[src/rtl/spmp_pkg.sv]
// spmp_pkg: shared types and constants for the slot permutation move planner
// no dependencies; used by spmp_lane, spmp_merge and the top level
package spmp_pkg;

  localparam int unsigned SLOT_COUNT = 4;
  localparam int unsigned IDX_W      = 2;
  localparam int unsigned LABEL_W    = 3;
  localparam int unsigned MOVE_W     = 3;

  localparam logic [MOVE_W-1:0] MOVE_LIMIT = 3'd4;

  localparam logic [1:0] ST_MOVE    = 2'd0;
  localparam logic [1:0] ST_DONE    = 2'd1;
  localparam logic [1:0] ST_RANGE   = 2'd2;
  localparam logic [1:0] ST_MISSING = 2'd3;

  typedef struct packed {
    logic                  in_place;
    logic                  range_err;
    logic [SLOT_COUNT-1:0] hit;
  } lane_out_t;

  typedef struct packed {
    logic             range_err;
    logic             missing;
    logic             found;
    logic [IDX_W-1:0] wrong_label;
    logic [IDX_W-1:0] wrong_pos;
    logic [IDX_W-1:0] src;
    logic [IDX_W-1:0] empty;
  } plan_t;

endpackage

[src/rtl/slot_permutation_move_planner_unit.sv]
// slot_permutation_move_planner_unit: top level, capture register, planner fsm, output register
// depends on spmp_pkg, spmp_lane and spmp_merge
// first result: written to the output register from S_CHECK on an error, otherwise from S_PLAN
// throughput: one result per cycle while out_stall is low; a new input is taken only once the
// planner has returned to idle after the final result, the planner emitting one move per cycle
// reset: synchronous active-low rst_n returns the fsm to idle and empties the output register
module slot_permutation_move_planner_unit (
  input  logic       clk,
  input  logic       rst_n,
  input  logic       in_valid,
  output logic       in_stall,
  input  logic [2:0] in_slot0_label,
  input  logic [2:0] in_slot1_label,
  input  logic [2:0] in_slot2_label,
  input  logic [2:0] in_slot3_label,
  output logic       out_valid,
  input  logic       out_stall,
  output logic [1:0] out_move_from,
  output logic [1:0] out_move_to,
  output logic [1:0] out_status,
  output logic       out_last
);

  typedef enum logic [1:0] {
    S_IDLE,
    S_CHECK,
    S_PLAN,
    S_SECOND
  } state_t;

  localparam int unsigned N = spmp_pkg::SLOT_COUNT;
  localparam int unsigned W = spmp_pkg::IDX_W;

  state_t state_r, state_nxt;
  logic [N-1:0][spmp_pkg::LABEL_W-1:0] lab_r, lab_nxt;
  logic [spmp_pkg::MOVE_W-1:0] n_r, n_nxt, n_inc;
  logic [W-1:0] sec_from_r, sec_from_nxt, sec_to_r, sec_to_nxt;
  logic       out_valid_r, out_valid_nxt;
  logic [1:0] from_r, from_nxt, to_r, to_nxt, status_r, status_nxt;
  logic       last_r, last_nxt;
  logic       out_free;

  spmp_pkg::lane_out_t [N-1:0] lanes;
  spmp_pkg::plan_t             plan;

  for (genvar g = 0; g < N; g++) begin : g_lane
    spmp_lane #(.SLOT(g)) u_lane (
      .label    (lab_r[g]),
      .lane_out (lanes[g])
    );
  end

  spmp_merge u_merge (
    .lanes (lanes),
    .plan  (plan)
  );

  assign out_free = !out_valid_r || !out_stall;
  assign n_inc    = n_r + 3'd1;
  assign in_stall = (state_r != S_IDLE);

  always_comb begin
    state_nxt     = state_r;
    lab_nxt       = lab_r;
    n_nxt         = n_r;
    sec_from_nxt  = sec_from_r;
    sec_to_nxt    = sec_to_r;
    out_valid_nxt = out_valid_r && out_stall;
    from_nxt      = from_r;
    to_nxt        = to_r;
    status_nxt    = status_r;
    last_nxt      = last_r;
    case (state_r)
      S_IDLE: begin
        if (in_valid) begin
          lab_nxt[0] = in_slot0_label;
          lab_nxt[1] = in_slot1_label;
          lab_nxt[2] = in_slot2_label;
          lab_nxt[3] = in_slot3_label;
          n_nxt      = '0;
          state_nxt  = S_CHECK;
        end
      end
      S_CHECK: begin
        if (out_free) begin
          if (plan.range_err || plan.missing) begin
            out_valid_nxt = 1'b1;
            from_nxt      = '0;
            to_nxt        = '0;
            status_nxt    = plan.range_err ? spmp_pkg::ST_RANGE : spmp_pkg::ST_MISSING;
            last_nxt      = 1'b1;
            state_nxt     = S_IDLE;
          end else begin
            state_nxt = S_PLAN;
          end
        end
      end
      S_PLAN: begin
        if (out_free) begin
          out_valid_nxt = 1'b1;
          if (n_r == spmp_pkg::MOVE_LIMIT || !plan.found) begin
            from_nxt   = '0;
            to_nxt     = '0;
            status_nxt = spmp_pkg::ST_DONE;
            last_nxt   = 1'b1;
            state_nxt  = S_IDLE;
          end else if (plan.wrong_label == '0) begin
            from_nxt                = plan.src;
            to_nxt                  = plan.wrong_pos;
            status_nxt              = spmp_pkg::ST_MOVE;
            last_nxt                = 1'b0;
            lab_nxt[plan.src]       = lab_r[plan.wrong_pos];
            lab_nxt[plan.wrong_pos] = lab_r[plan.src];
            n_nxt                   = n_inc;
          end else begin
            from_nxt                  = plan.wrong_label;
            to_nxt                    = plan.empty;
            status_nxt                = spmp_pkg::ST_MOVE;
            last_nxt                  = 1'b0;
            lab_nxt[plan.wrong_label] = lab_r[plan.empty];
            lab_nxt[plan.empty]       = lab_r[plan.wrong_label];
            n_nxt                     = n_inc;
            sec_from_nxt              = plan.wrong_pos;
            sec_to_nxt                = plan.wrong_label;
            if (n_inc < spmp_pkg::MOVE_LIMIT) begin
              state_nxt = S_SECOND;
            end
          end
        end
      end
      S_SECOND: begin
        if (out_free) begin
          out_valid_nxt       = 1'b1;
          from_nxt            = sec_from_r;
          to_nxt              = sec_to_r;
          status_nxt          = spmp_pkg::ST_MOVE;
          last_nxt            = 1'b0;
          lab_nxt[sec_from_r] = lab_r[sec_to_r];
          lab_nxt[sec_to_r]   = lab_r[sec_from_r];
          n_nxt               = n_inc;
          state_nxt           = S_PLAN;
        end
      end
      default: begin
        state_nxt = S_IDLE;
      end
    endcase
  end

  always_ff @(posedge clk) begin
    if (!rst_n) begin
      state_r     <= S_IDLE;
      out_valid_r <= 1'b0;
      n_r         <= '0;
    end else begin
      state_r     <= state_nxt;
      out_valid_r <= out_valid_nxt;
      n_r         <= n_nxt;
    end
    lab_r      <= lab_nxt;
    sec_from_r <= sec_from_nxt;
    sec_to_r   <= sec_to_nxt;
    from_r     <= from_nxt;
    to_r       <= to_nxt;
    status_r   <= status_nxt;
    last_r     <= last_nxt;
  end

  assign out_valid     = out_valid_r;
  assign out_move_from = from_r;
  assign out_move_to   = to_r;
  assign out_status    = status_r;
  assign out_last      = last_r;

`ifndef SYNTH
  a_last_iff_final: assert property (@(posedge clk) disable iff (!rst_n)
    out_valid_r |-> (last_r == (status_r != spmp_pkg::ST_MOVE)))
    else $error("last flag does not match status");

  a_move_distinct: assert property (@(posedge clk) disable iff (!rst_n)
    out_valid_r && status_r == spmp_pkg::ST_MOVE |-> from_r != to_r)
    else $error("move with equal source and destination");

  a_move_limit: assert property (@(posedge clk) disable iff (!rst_n)
    n_r <= spmp_pkg::MOVE_LIMIT)
    else $error("move count beyond limit");

  a_busy_after_transfer: assert property (@(posedge clk) disable iff (!rst_n)
    in_valid && !in_stall |=> state_r == S_CHECK)
    else $error("planner not checking after input transfer");
`endif

endmodule

[src/rtl/spmp_lane.sv]
// spmp_lane: per-slot compare lane, range check, label decode and home test
// depends on spmp_pkg
module spmp_lane #(
  parameter int unsigned SLOT = 0
) (
  input  logic [spmp_pkg::LABEL_W-1:0] label,
  output spmp_pkg::lane_out_t          lane_out
);

  always_comb begin
    lane_out.range_err = label[spmp_pkg::LABEL_W-1];
    lane_out.in_place  = (label == spmp_pkg::LABEL_W'(SLOT));
    lane_out.hit       = '0;
    if (!label[spmp_pkg::LABEL_W-1]) begin
      lane_out.hit[label[spmp_pkg::IDX_W-1:0]] = 1'b1;
    end
  end

endmodule

[src/rtl/spmp_merge.sv]
// spmp_merge: combines lane results into check flags and the next move plan
// depends on spmp_pkg
module spmp_merge (
  input  spmp_pkg::lane_out_t [spmp_pkg::SLOT_COUNT-1:0] lanes,
  output spmp_pkg::plan_t                                plan
);

  logic [spmp_pkg::SLOT_COUNT-1:0]                      seen;
  logic [spmp_pkg::SLOT_COUNT-1:0][spmp_pkg::IDX_W-1:0] pos_of;

  always_comb begin
    seen           = '0;
    pos_of         = '0;
    plan.range_err = 1'b0;
    for (int i = 0; i < spmp_pkg::SLOT_COUNT; i++) begin
      seen           = seen | lanes[i].hit;
      plan.range_err = plan.range_err | lanes[i].range_err;
      for (int l = 0; l < spmp_pkg::SLOT_COUNT; l++) begin
        if (lanes[i].hit[l]) begin
          pos_of[l] = spmp_pkg::IDX_W'(i);
        end
      end
    end
    plan.missing = (seen != {spmp_pkg::SLOT_COUNT{1'b1}});

    // lowest label not at home
    plan.found       = 1'b0;
    plan.wrong_label = '0;
    for (int i = spmp_pkg::SLOT_COUNT - 1; i >= 0; i--) begin
      if (!lanes[i].in_place) begin
        plan.found       = 1'b1;
        plan.wrong_label = spmp_pkg::IDX_W'(i);
      end
    end
    plan.wrong_pos = pos_of[plan.wrong_label];
    plan.src       = pos_of[plan.wrong_pos];
    plan.empty     = pos_of[0];
  end

endmodule
[config.mk]
export PLATFORM = sky130hd
export DESIGN_NAME = slot_permutation_move_planner_unit
export DESIGN_NICKNAME = d
export VERILOG_FILES = /design/src/rtl/spmp_pkg.sv /design/src/rtl/slot_permutation_move_planner_unit.sv /design/src/rtl/spmp_lane.sv /design/src/rtl/spmp_merge.sv
export SDC_FILE = /design/constraint.sdc
export NUM_CORES = 1
export LEC_CHECK = 0
export BUFFER_PORTS_ARGS = -buffer_cell sky130_fd_sc_hd__clkbuf_2
export CAP_MARGIN = 40
export CORE_MARGIN = 1.5
export CORE_UTILIZATION = 41
export CTS_CLUSTER_DIAMETER = 100
export CTS_CLUSTER_SIZE = 8
export DETAILED_ROUTE_END_ITERATION = 10
export GPL_ROUTABILITY_DRIVEN = 0
export MAX_ROUTING_LAYER = met4
export SYNTH_ARGS = -nofsm -noshare
export SYNTH_HDL_FRONTEND = slang
export SYNTH_SLANG_ARGS = --single-unit
[constraint.sdc]
create_clock -name clk -period 6 [get_ports clk]
set_input_delay 1.8 -clock clk [delete_from_list [all_inputs] [get_ports clk]]
set_output_delay 1.8 -clock clk [all_outputs]
set_load 0.02 [all_outputs]
==> results of run 1 <==
[sequential cells by signal (all words and copies together) (netlist names), 2 cells and up]
signal and cells:
sec_from_r 2, state_r 2, out_move_to 2, sec_to_r 2
out_move_from 2, n_r 3, out_status 2, lab_r 12
[cell usage in the layout, fill, tap and decap left out, types with 6 or more instances in the layout]
| master | count |
|---|---|
| o21ai_0 | 24 |
| nand3_1 | 11 |
| inv_1 | 16 |
| nand2_1 | 37 |
| nor2_1 | 24 |
| mux2i_1 | 12 |
| ha_1 | 7 |
| dfxtp_1 | 6 |
| nor2b_1 | 7 |
| a221oi_1 | 6 |
| edfxtp_1 | 23 |
| a21oi_1 | 36 |
| clkbuf_2 | 24 |
| clkbuf_8 | 6 |
[cell type report]
class	instances	area, um2	share of cell area
multi-input cells	296	2039	0.6184
clock buffers	7	107.6	0.03263
well taps	99	123.9	0.03756
repair buffers	26	135.1	0.04097
flip-flops and latches	29	810.8	0.2458
inverters	19	73.82	0.02238
clock inverters	1	7.507	0.002276
[power by group]
group / leakage [nW] / switching, mW / total, mW / internal (mW)
Clock: 0.0556 / 0.0882 / 0.206 / 0.118
Sequential: 0.263 / 0.0412 / 0.278 / 0.236
Combinational: 0.929 / 0.161 / 0.255 / 0.0946
Total: 1.25 / 0.290 / 0.739 / 0.449
[final timing paths]
| path | from | to |
|---|---|---|
| worst max-delay path | lab_r[8] | lab_r[11] |
| worst min register to register | n_r[1] | n_r[1] |
| worst max register to register | lab_r[8] | lab_r[11] |
| worst min-delay path | n_r[1] | n_r[1] |
[metrics by stage]
stage | hold WS (ps) | instances | util | worst slack (ps) | power [mW]
global placement | 491.1 | 468 | 0.4378 | 2748 | 0.5278
CTS | 513.6 | 477 | 0.4547 | 2675 | 0.7309
finish | 506.0 | 477 | 0.4547 | 2614 | 0.7392
global route | 557.3 | 477 | 0.4547 | 2354 | 0.7700
floorplan | 471.4 | 370 | - | 3099 | 0.4661
detailed placement | 502.6 | 469 | 0.4388 | 2686 | 0.5270
[worst min-delay path, delay by kind of cell (launching register included)]
kind | cells | cell delay, ps
AO/OA/AOI/OAI | 1 | 70
flip-flops | 1 | 320
AND/OR/NAND/NOR | 1 | 70
[cells by family after synthesis]
logic type / Yosys count
adders and majority gates: 7
xor gates and xnor gates: 1
DFF: 29
muxes: 15
and+or+nand+nor: 136
buffers and inverters: 45
AOI/OAI and AO/OA: 137
[layer usage]
| metal | wire, um | vias up | share of wire | GRT usage |
|---|---|---|---|---|
| met3 | 811 | 37 | 0.082 | 0.03878 |
| met1 | 4311 | 1453 | 0.44 | 0.3821 |
| met2 | 4282 | 202 | 0.44 | 0.3766 |
| met4 | 431 | 0 | 0.044 | 0.1133 |
| li1 | - | 1435 | - | - |
| met5 | 0 | - | 0 | - |
==> flow_metrics.py, run 1 <==
metrics = {
    "synthesis": {
        "synth_compound_area_frac": 0.3167,
        "synth_top_cells_by_area": "edfxtp_1 23%, a21oi_1 5.9%, nand2_1 4.5%, dfxtp_1 3.9%, mux2i_1 3.9%",
        "yosys-mux-area-fraction": 0.06260,
        "synth.ff_latch_count": 29,
        "synthDominantAreaCellType": "edfxtp_1",
        "synthesis.yosys.warnings": 0,
        "total_standard_cell_area_after_synthesis_um2": 3058,
        "yosysUniqueCellTypes": 85,
        "synthesized_area_fraction_occupied_by_adder_cells": 0.02864,
        "main_combinational_cell_family_by_area_after_synthesis": "compound AO/OA/AOI/OAI gates",
        "synth_async_sr_flop_share": 0,
        "yosys_most_used_dff": "edfxtp_1",
        "yosys.cell_count.top_type": "nand2_1",
        "synth-edff-count": 23,
        "synth.cells.most_frequent": "37 x nand2_1, 36 x a21oi_1, 24 x nor2_1, 24 x o21ai_0, 23 x edfxtp_1",
        "syn_avg_cell_area_um2": 8.265,
        "synthDominantCellAreaShare": 0.2259,
        "ys_seq_area_frac": 0.2651,
        "synth-xor-area-share": 0.002864,
        "synth.net_count": 393,
        "post_synthesis_share_of_cell_area_spent_on_and_or_nand_and_nor_gates": 0.2561,
        "syn-instance-count": 370,
    },
    "route": {
        "route.vias.total": 3127,
        "drtAntennaViolNets": 0,
        "vias_per_cell": 6.556,
        "drt_wl_total_um": 9837,
        "avgRoutedWirePerCell_um": 20.62,
        "firstDrtPassIters": 5,
        "drt-initial-drc-count": 413,
        "post-route-drc-count": 0,
    },
    "timing": {
        "fin_crit_sh": 0.5643,
        "setup_viol": 0,
        "maxClockFrequency_mhz": 295.4,
        "report.final.hold_viol_count": 0,
        "rsz0062_at_grt": "no",
        "worst_slew_margin_rel": 0.4581,
        "worst_clock_skew_ps": 7.571,
        "worst_slew_pin_slew_ps": 806.6,
        "setup_tns_final_ps": 0,
        "slew_viol_final": 0,
        "post-route-min-period_ps": 3386,
    },
    "critical_path": {
        "cpPeakStageDelay_ps": 610,
        "worstPathCellList": "or3b_1, o21ai_2, nand2_2, a211oi_4, inv_4, a32o_2, a311oi_1, o31ai_1",
        "reg2reg_depth": 8,
        "critPathMaxFanout": 14,
        "worst-setup-path-type": "flop to flop",
        "crit_path_start_kind": "flop",
        "ff2ff_setup_slack_ps": 2610,
        "worstSetupEndpointType": "flop",
        "critPathArrivalTime_ps": 3420,
        "crit_family": "compound AO/OA/AOI/OAI gates",
        "worst-endpoint-required_ps": 6030,
        "cp.buffers_inverters": 1,
        "cp_num_cells": 8,
        "crit_slowest_cell": "edfxtp_1",
    },
    "die": {
        "core_region_area_um2": 7253,
        "placement_rows": 31,
        "io_pins": 25,
        "dieWidth_um": 89.36,
        "chipHeight_um": 89.36,
        "die_area_um2": 7985,
        "starting_utilization_of_the_core_area": 0.4216,
    },
    "cts": {
        "cts_post_setup_buffers_inserted": 0,
        "cts_resized": 0,
        "cts_tree": "built",
        "clock_sinks": 29,
        "cts.hold.buffers_added": 0,
        "cts_buffers": 5,
        "worst_skew_pair.late_latency_ps": 300,
        "clock_pin_transition_on_the_worst_setup_and_hold_timing_paths_ps": 70,
        "ctsRootBufferMaster": "clkbuf_8",
        "h-tree-depth": 2,
        "clock_tree.buffer_depth": 2,
    },
    "final_layout": {
        "fill_cells": 722,
        "post_route_cells_drive_above_1_share": 0.1746,
        "final_area_um2": 3298,
        "layout.nets": 400,
        "antenna_cells": 0,
        "area.growth.synth_to_final_pct": 7.856,
    },
    "placement": {
        "place.port_buffers": 24,
        "hpwlAfterDp_um": 7282,
        "postPlaceCellArea_um2": 3183,
    },
    "grt": {
        "grt_pass1_vias": 2788,
        "grt_antenna_before_repair": 0,
        "grt_pass1_wl_um": 15410,
        "gr-usage-all-layers": 0.2683,
        "grt_remaining_overflow": 0,
        "maximum_number_of_pins_on_one_net_before_global_route_repair": 17,
    },
    "hold_path": {
        "min_path_type": "flop to flop",
        "cell_depth_of_the_worst_hold_path": 2,
    },
    "pwr": {
        "power_density_nw_per_um2": 224.1,
        "leakage_nw": 1.247,
        "vdd.ir_drop.worst_mv": 0.1219,
    },
    "outcome": {
        "run_status": "complete, no violations",
    },
    "job": {
        "maxCapViolCount": 0,
    },
}
Note: power is estimated with default switching activity, not from simulation.
==> run 2, diff against run 1 <==
Settings changed: ABC_AREA set to 1.
Clock period 6 ns to 2.95 ns, I/O delays scaled along.
==> flow_metrics.py, run 2 <==
metrics = {
    "critical_path": {
        "worstSetupEndpointType": "flop",
        "crit_path_start_kind": "flop",
        "ff2ff_setup_slack_ps": 230,
        "startpoint": "lab_r[11]",
        "critPathArrivalTime_ps": 2780,
        "critPathMaxFanout": 10,
        "regToRegStartpoint": "lab_r[11]",
        "worst-setup-path-type": "flop to flop",
        "worst-endpoint-required_ps": 3010,
    },
    "timing": {
        "post-route-min-period_ps": 2716,
        "setup_viol": 0,
        "report.final.hold_viol_count": 0,
        "rsz0062_at_grt": "no",
        "maxClockFrequency_mhz": 368.2,
        "worst_slew_pin_slew_ps": 555.7,
        "worst_clock_skew_ps": 14.29,
        "slew_viol_final": 0,
        "setup_tns_final_ps": 0,
        "fin_crit_sh": 0.9206,
        "worst_slew_margin_rel": 0.6256,
        "setup_ws_ps": 234.2,
    },
    "synthesis": {
        "yosys.cell_count.top_type": "nand2_1",
        "yosysUniqueCellTypes": 38,
        "yosys-mux-area-fraction": 0,
        "synth.ff_latch_count": 29,
        "yosys_most_used_dff": "edfxtp_1",
        "synthDominantCellAreaShare": 0.2347,
        "synth_async_sr_flop_share": 0,
        "post_synthesis_share_of_cell_area_spent_on_and_or_nand_and_nor_gates": 0.3682,
        "synth_top_cells_by_area": "edfxtp_1 23%, nand2_1 16%, inv_1 7.0%, nand3_1 6.5%, a21oi_1 5.8%",
        "synth-xor-area-share": 0.002976,
        "main_combinational_cell_family_by_area_after_synthesis": "simple AND/OR/NAND/NOR gates",
        "synth.net_count": 468,
        "synth-edff-count": 23,
        "synth_compound_area_frac": 0.2330,
        "syn-instance-count": 445,
        "syn_avg_cell_area_um2": 6.613,
        "synthesized_area_fraction_occupied_by_adder_cells": 0.02976,
        "synthDominantAreaCellType": "edfxtp_1",
        "synthesis.yosys.warnings": 0,
        "synth.cells.most_frequent": "125 x nand2_1, 55 x inv_1, 38 x nand3_1",
        "ys_seq_area_frac": 0.2755,
        "total_standard_cell_area_after_synthesis_um2": 2943,
    },
    "die": {
        "chipHeight_um": 87.72,
        "io_pins": 25,
        "dieWidth_um": 87.72,
        "placement_rows": 30,
        "starting_utilization_of_the_core_area": 0.4284,
        "die_area_um2": 7695,
        "core_region_area_um2": 6869,
    },
    "route": {
        "firstDrtPassIters": 6,
        "vias_per_cell": 5.798,
        "route.vias.total": 3409,
        "avgRoutedWirePerCell_um": 17.06,
        "post-route-drc-count": 0,
        "drt-initial-drc-count": 344,
        "drtAntennaViolNets": 0,
        "drt_wl_total_um": 10030,
    },
    "grt": {
        "grt_antenna_before_repair": 0,
        "grt_remaining_overflow": 0,
        "maximum_number_of_pins_on_one_net_before_global_route_repair": 15,
        "grt_pass1_vias": 3210,
        "gr-usage-all-layers": 0.2898,
        "grt_pass1_wl_um": 16480,
    },
    "final_layout": {
        "antenna_cells": 0,
        "largest_register": "lab_r",
        "layout.cells.most_common_list": "125 x nand2_1, 55 x inv_1, 38 x nand3_1",
        "largest_register_ffs": 12,
        "post_route_cells_drive_above_1_share": 0.1850,
        "fill_cells": 724,
        "layout.area.seq_um2": 810.8,
        "final_util": 0.4962,
        "layout_commonest_cell": "nand2_1",
        "biggest_regs": "lab_r (12), n_r (3)",
        "layout.nets": 514,
        "area.growth.synth_to_final_pct": 15.82,
        "multi_input_area_um2": 1871,
    },
    "cts": {
        "cts_tree": "built",
        "clock_pin_transition_on_the_worst_setup_and_hold_timing_paths_ps": 70,
        "clock_tree.buffer_depth": 2,
        "h-tree-depth": 2,
        "ctsRootBufferMaster": "clkbuf_8",
        "worst_skew_pair.late_latency_ps": 300,
        "clock_sinks": 29,
        "cts_buffers": 5,
    },
    "hold_path": {
        "min_path_type": "flop to flop",
        "min_from": "state_r[1]",
    },
    "placement": {
        "place.port_buffers": 24,
        "hpwlAfterDp_um": 7919,
        "pre_cts_ws_ps": 234.0,
    },
    "pwr": {
        "leakage_nw": 1.560,
        "power_density_nw_per_um2": 450.3,
        "report.power.total_mw": 1.535,
        "vdd.ir_drop.worst_mv": 0.1961,
    },
    "outcome": {
        "run_status": "complete, no violations",
    },
    "job": {
        "maxCapViolCount": 0,
    },
}
-- run 2: final cells by class --
cell class / count / share of cell area
Clock buffer: 8 / 0.02643
Inverter: 65 / 0.07232
Multi-Input combinational cell: 346 / 0.5488
Sequential cell: 29 / 0.2379
Tap cell: 96 / 0.03524
Timing Repair Buffer: 44 / 0.07930
-- run 2: kinds of logic (layout without fill, tap and decap cells) --
logic type               Yosys count  in the layout
flip-flops                        29             29
AO/OA/AOI/OAI                    113            113
buffers and inverters             70            117
adder cells (fa/ha/maj)            7              7
XOR/XNOR                           1              1
AND/OR/NAND/NOR                  225            225
-- run 2: what timing repair did --
action,CTS,global route
endpoints found under the setup margin,0,5
hold endpoints to repair,0,0
buffers inserted,0,2
resized for setup,0,1
hold buffers,0,0
-- run 2: worst paths after layout --
| check | to | cells after the start |
|---|---|---|
| min reg2reg | state_r[1] | 2 |
| max | lab_r[7] | 20 |
| min | state_r[1] | 2 |
| max reg2reg | lab_r[7] | 20 |
-- run 2: critical path: stages (launching register included) --
cell,delay (ps)
edfxtp_1,400
inv_2,120
nand3_1,230
inv_1,190
nand2_2,90
nand2_4,150
inv_2,70
o21ai_4,130
nand2_8,140
inv_4,130
nand3_4,110
nand2_4,90
nand2_1,60
nand2_1,50
nand2_1,40
nand2_1,140
nand2_1,70
nand2_1,80
nand2_1,50
nand2_1,60
nand2_1,50
-- run 2: layer usage --
layer	vias up	track usage	wire length [um]
li1	1616	-	-
met1	1556	0.3976	4468
met2	202	0.4212	4315
met3	35	0.05278	884
met4	0	0.1111	361
met5	-	-	0
-- run 2: power breakdown --
part	internal [mW]	total [mW]	switching [mW]
combinational	0.211	0.669	0.458
clock	0.190	0.359	0.169
sequential	0.479	0.506	0.0278
-- run 2: through the flow --
step                hold slack, ps  area, um2  std cells
finish                       522.4       3408        588
global route                 552.1       3408        588
CTS                          517.9       3393        586
detailed placement           509.4       3303        578
global placement             495.9       3303        578
floorplan                    476.3       2943        445
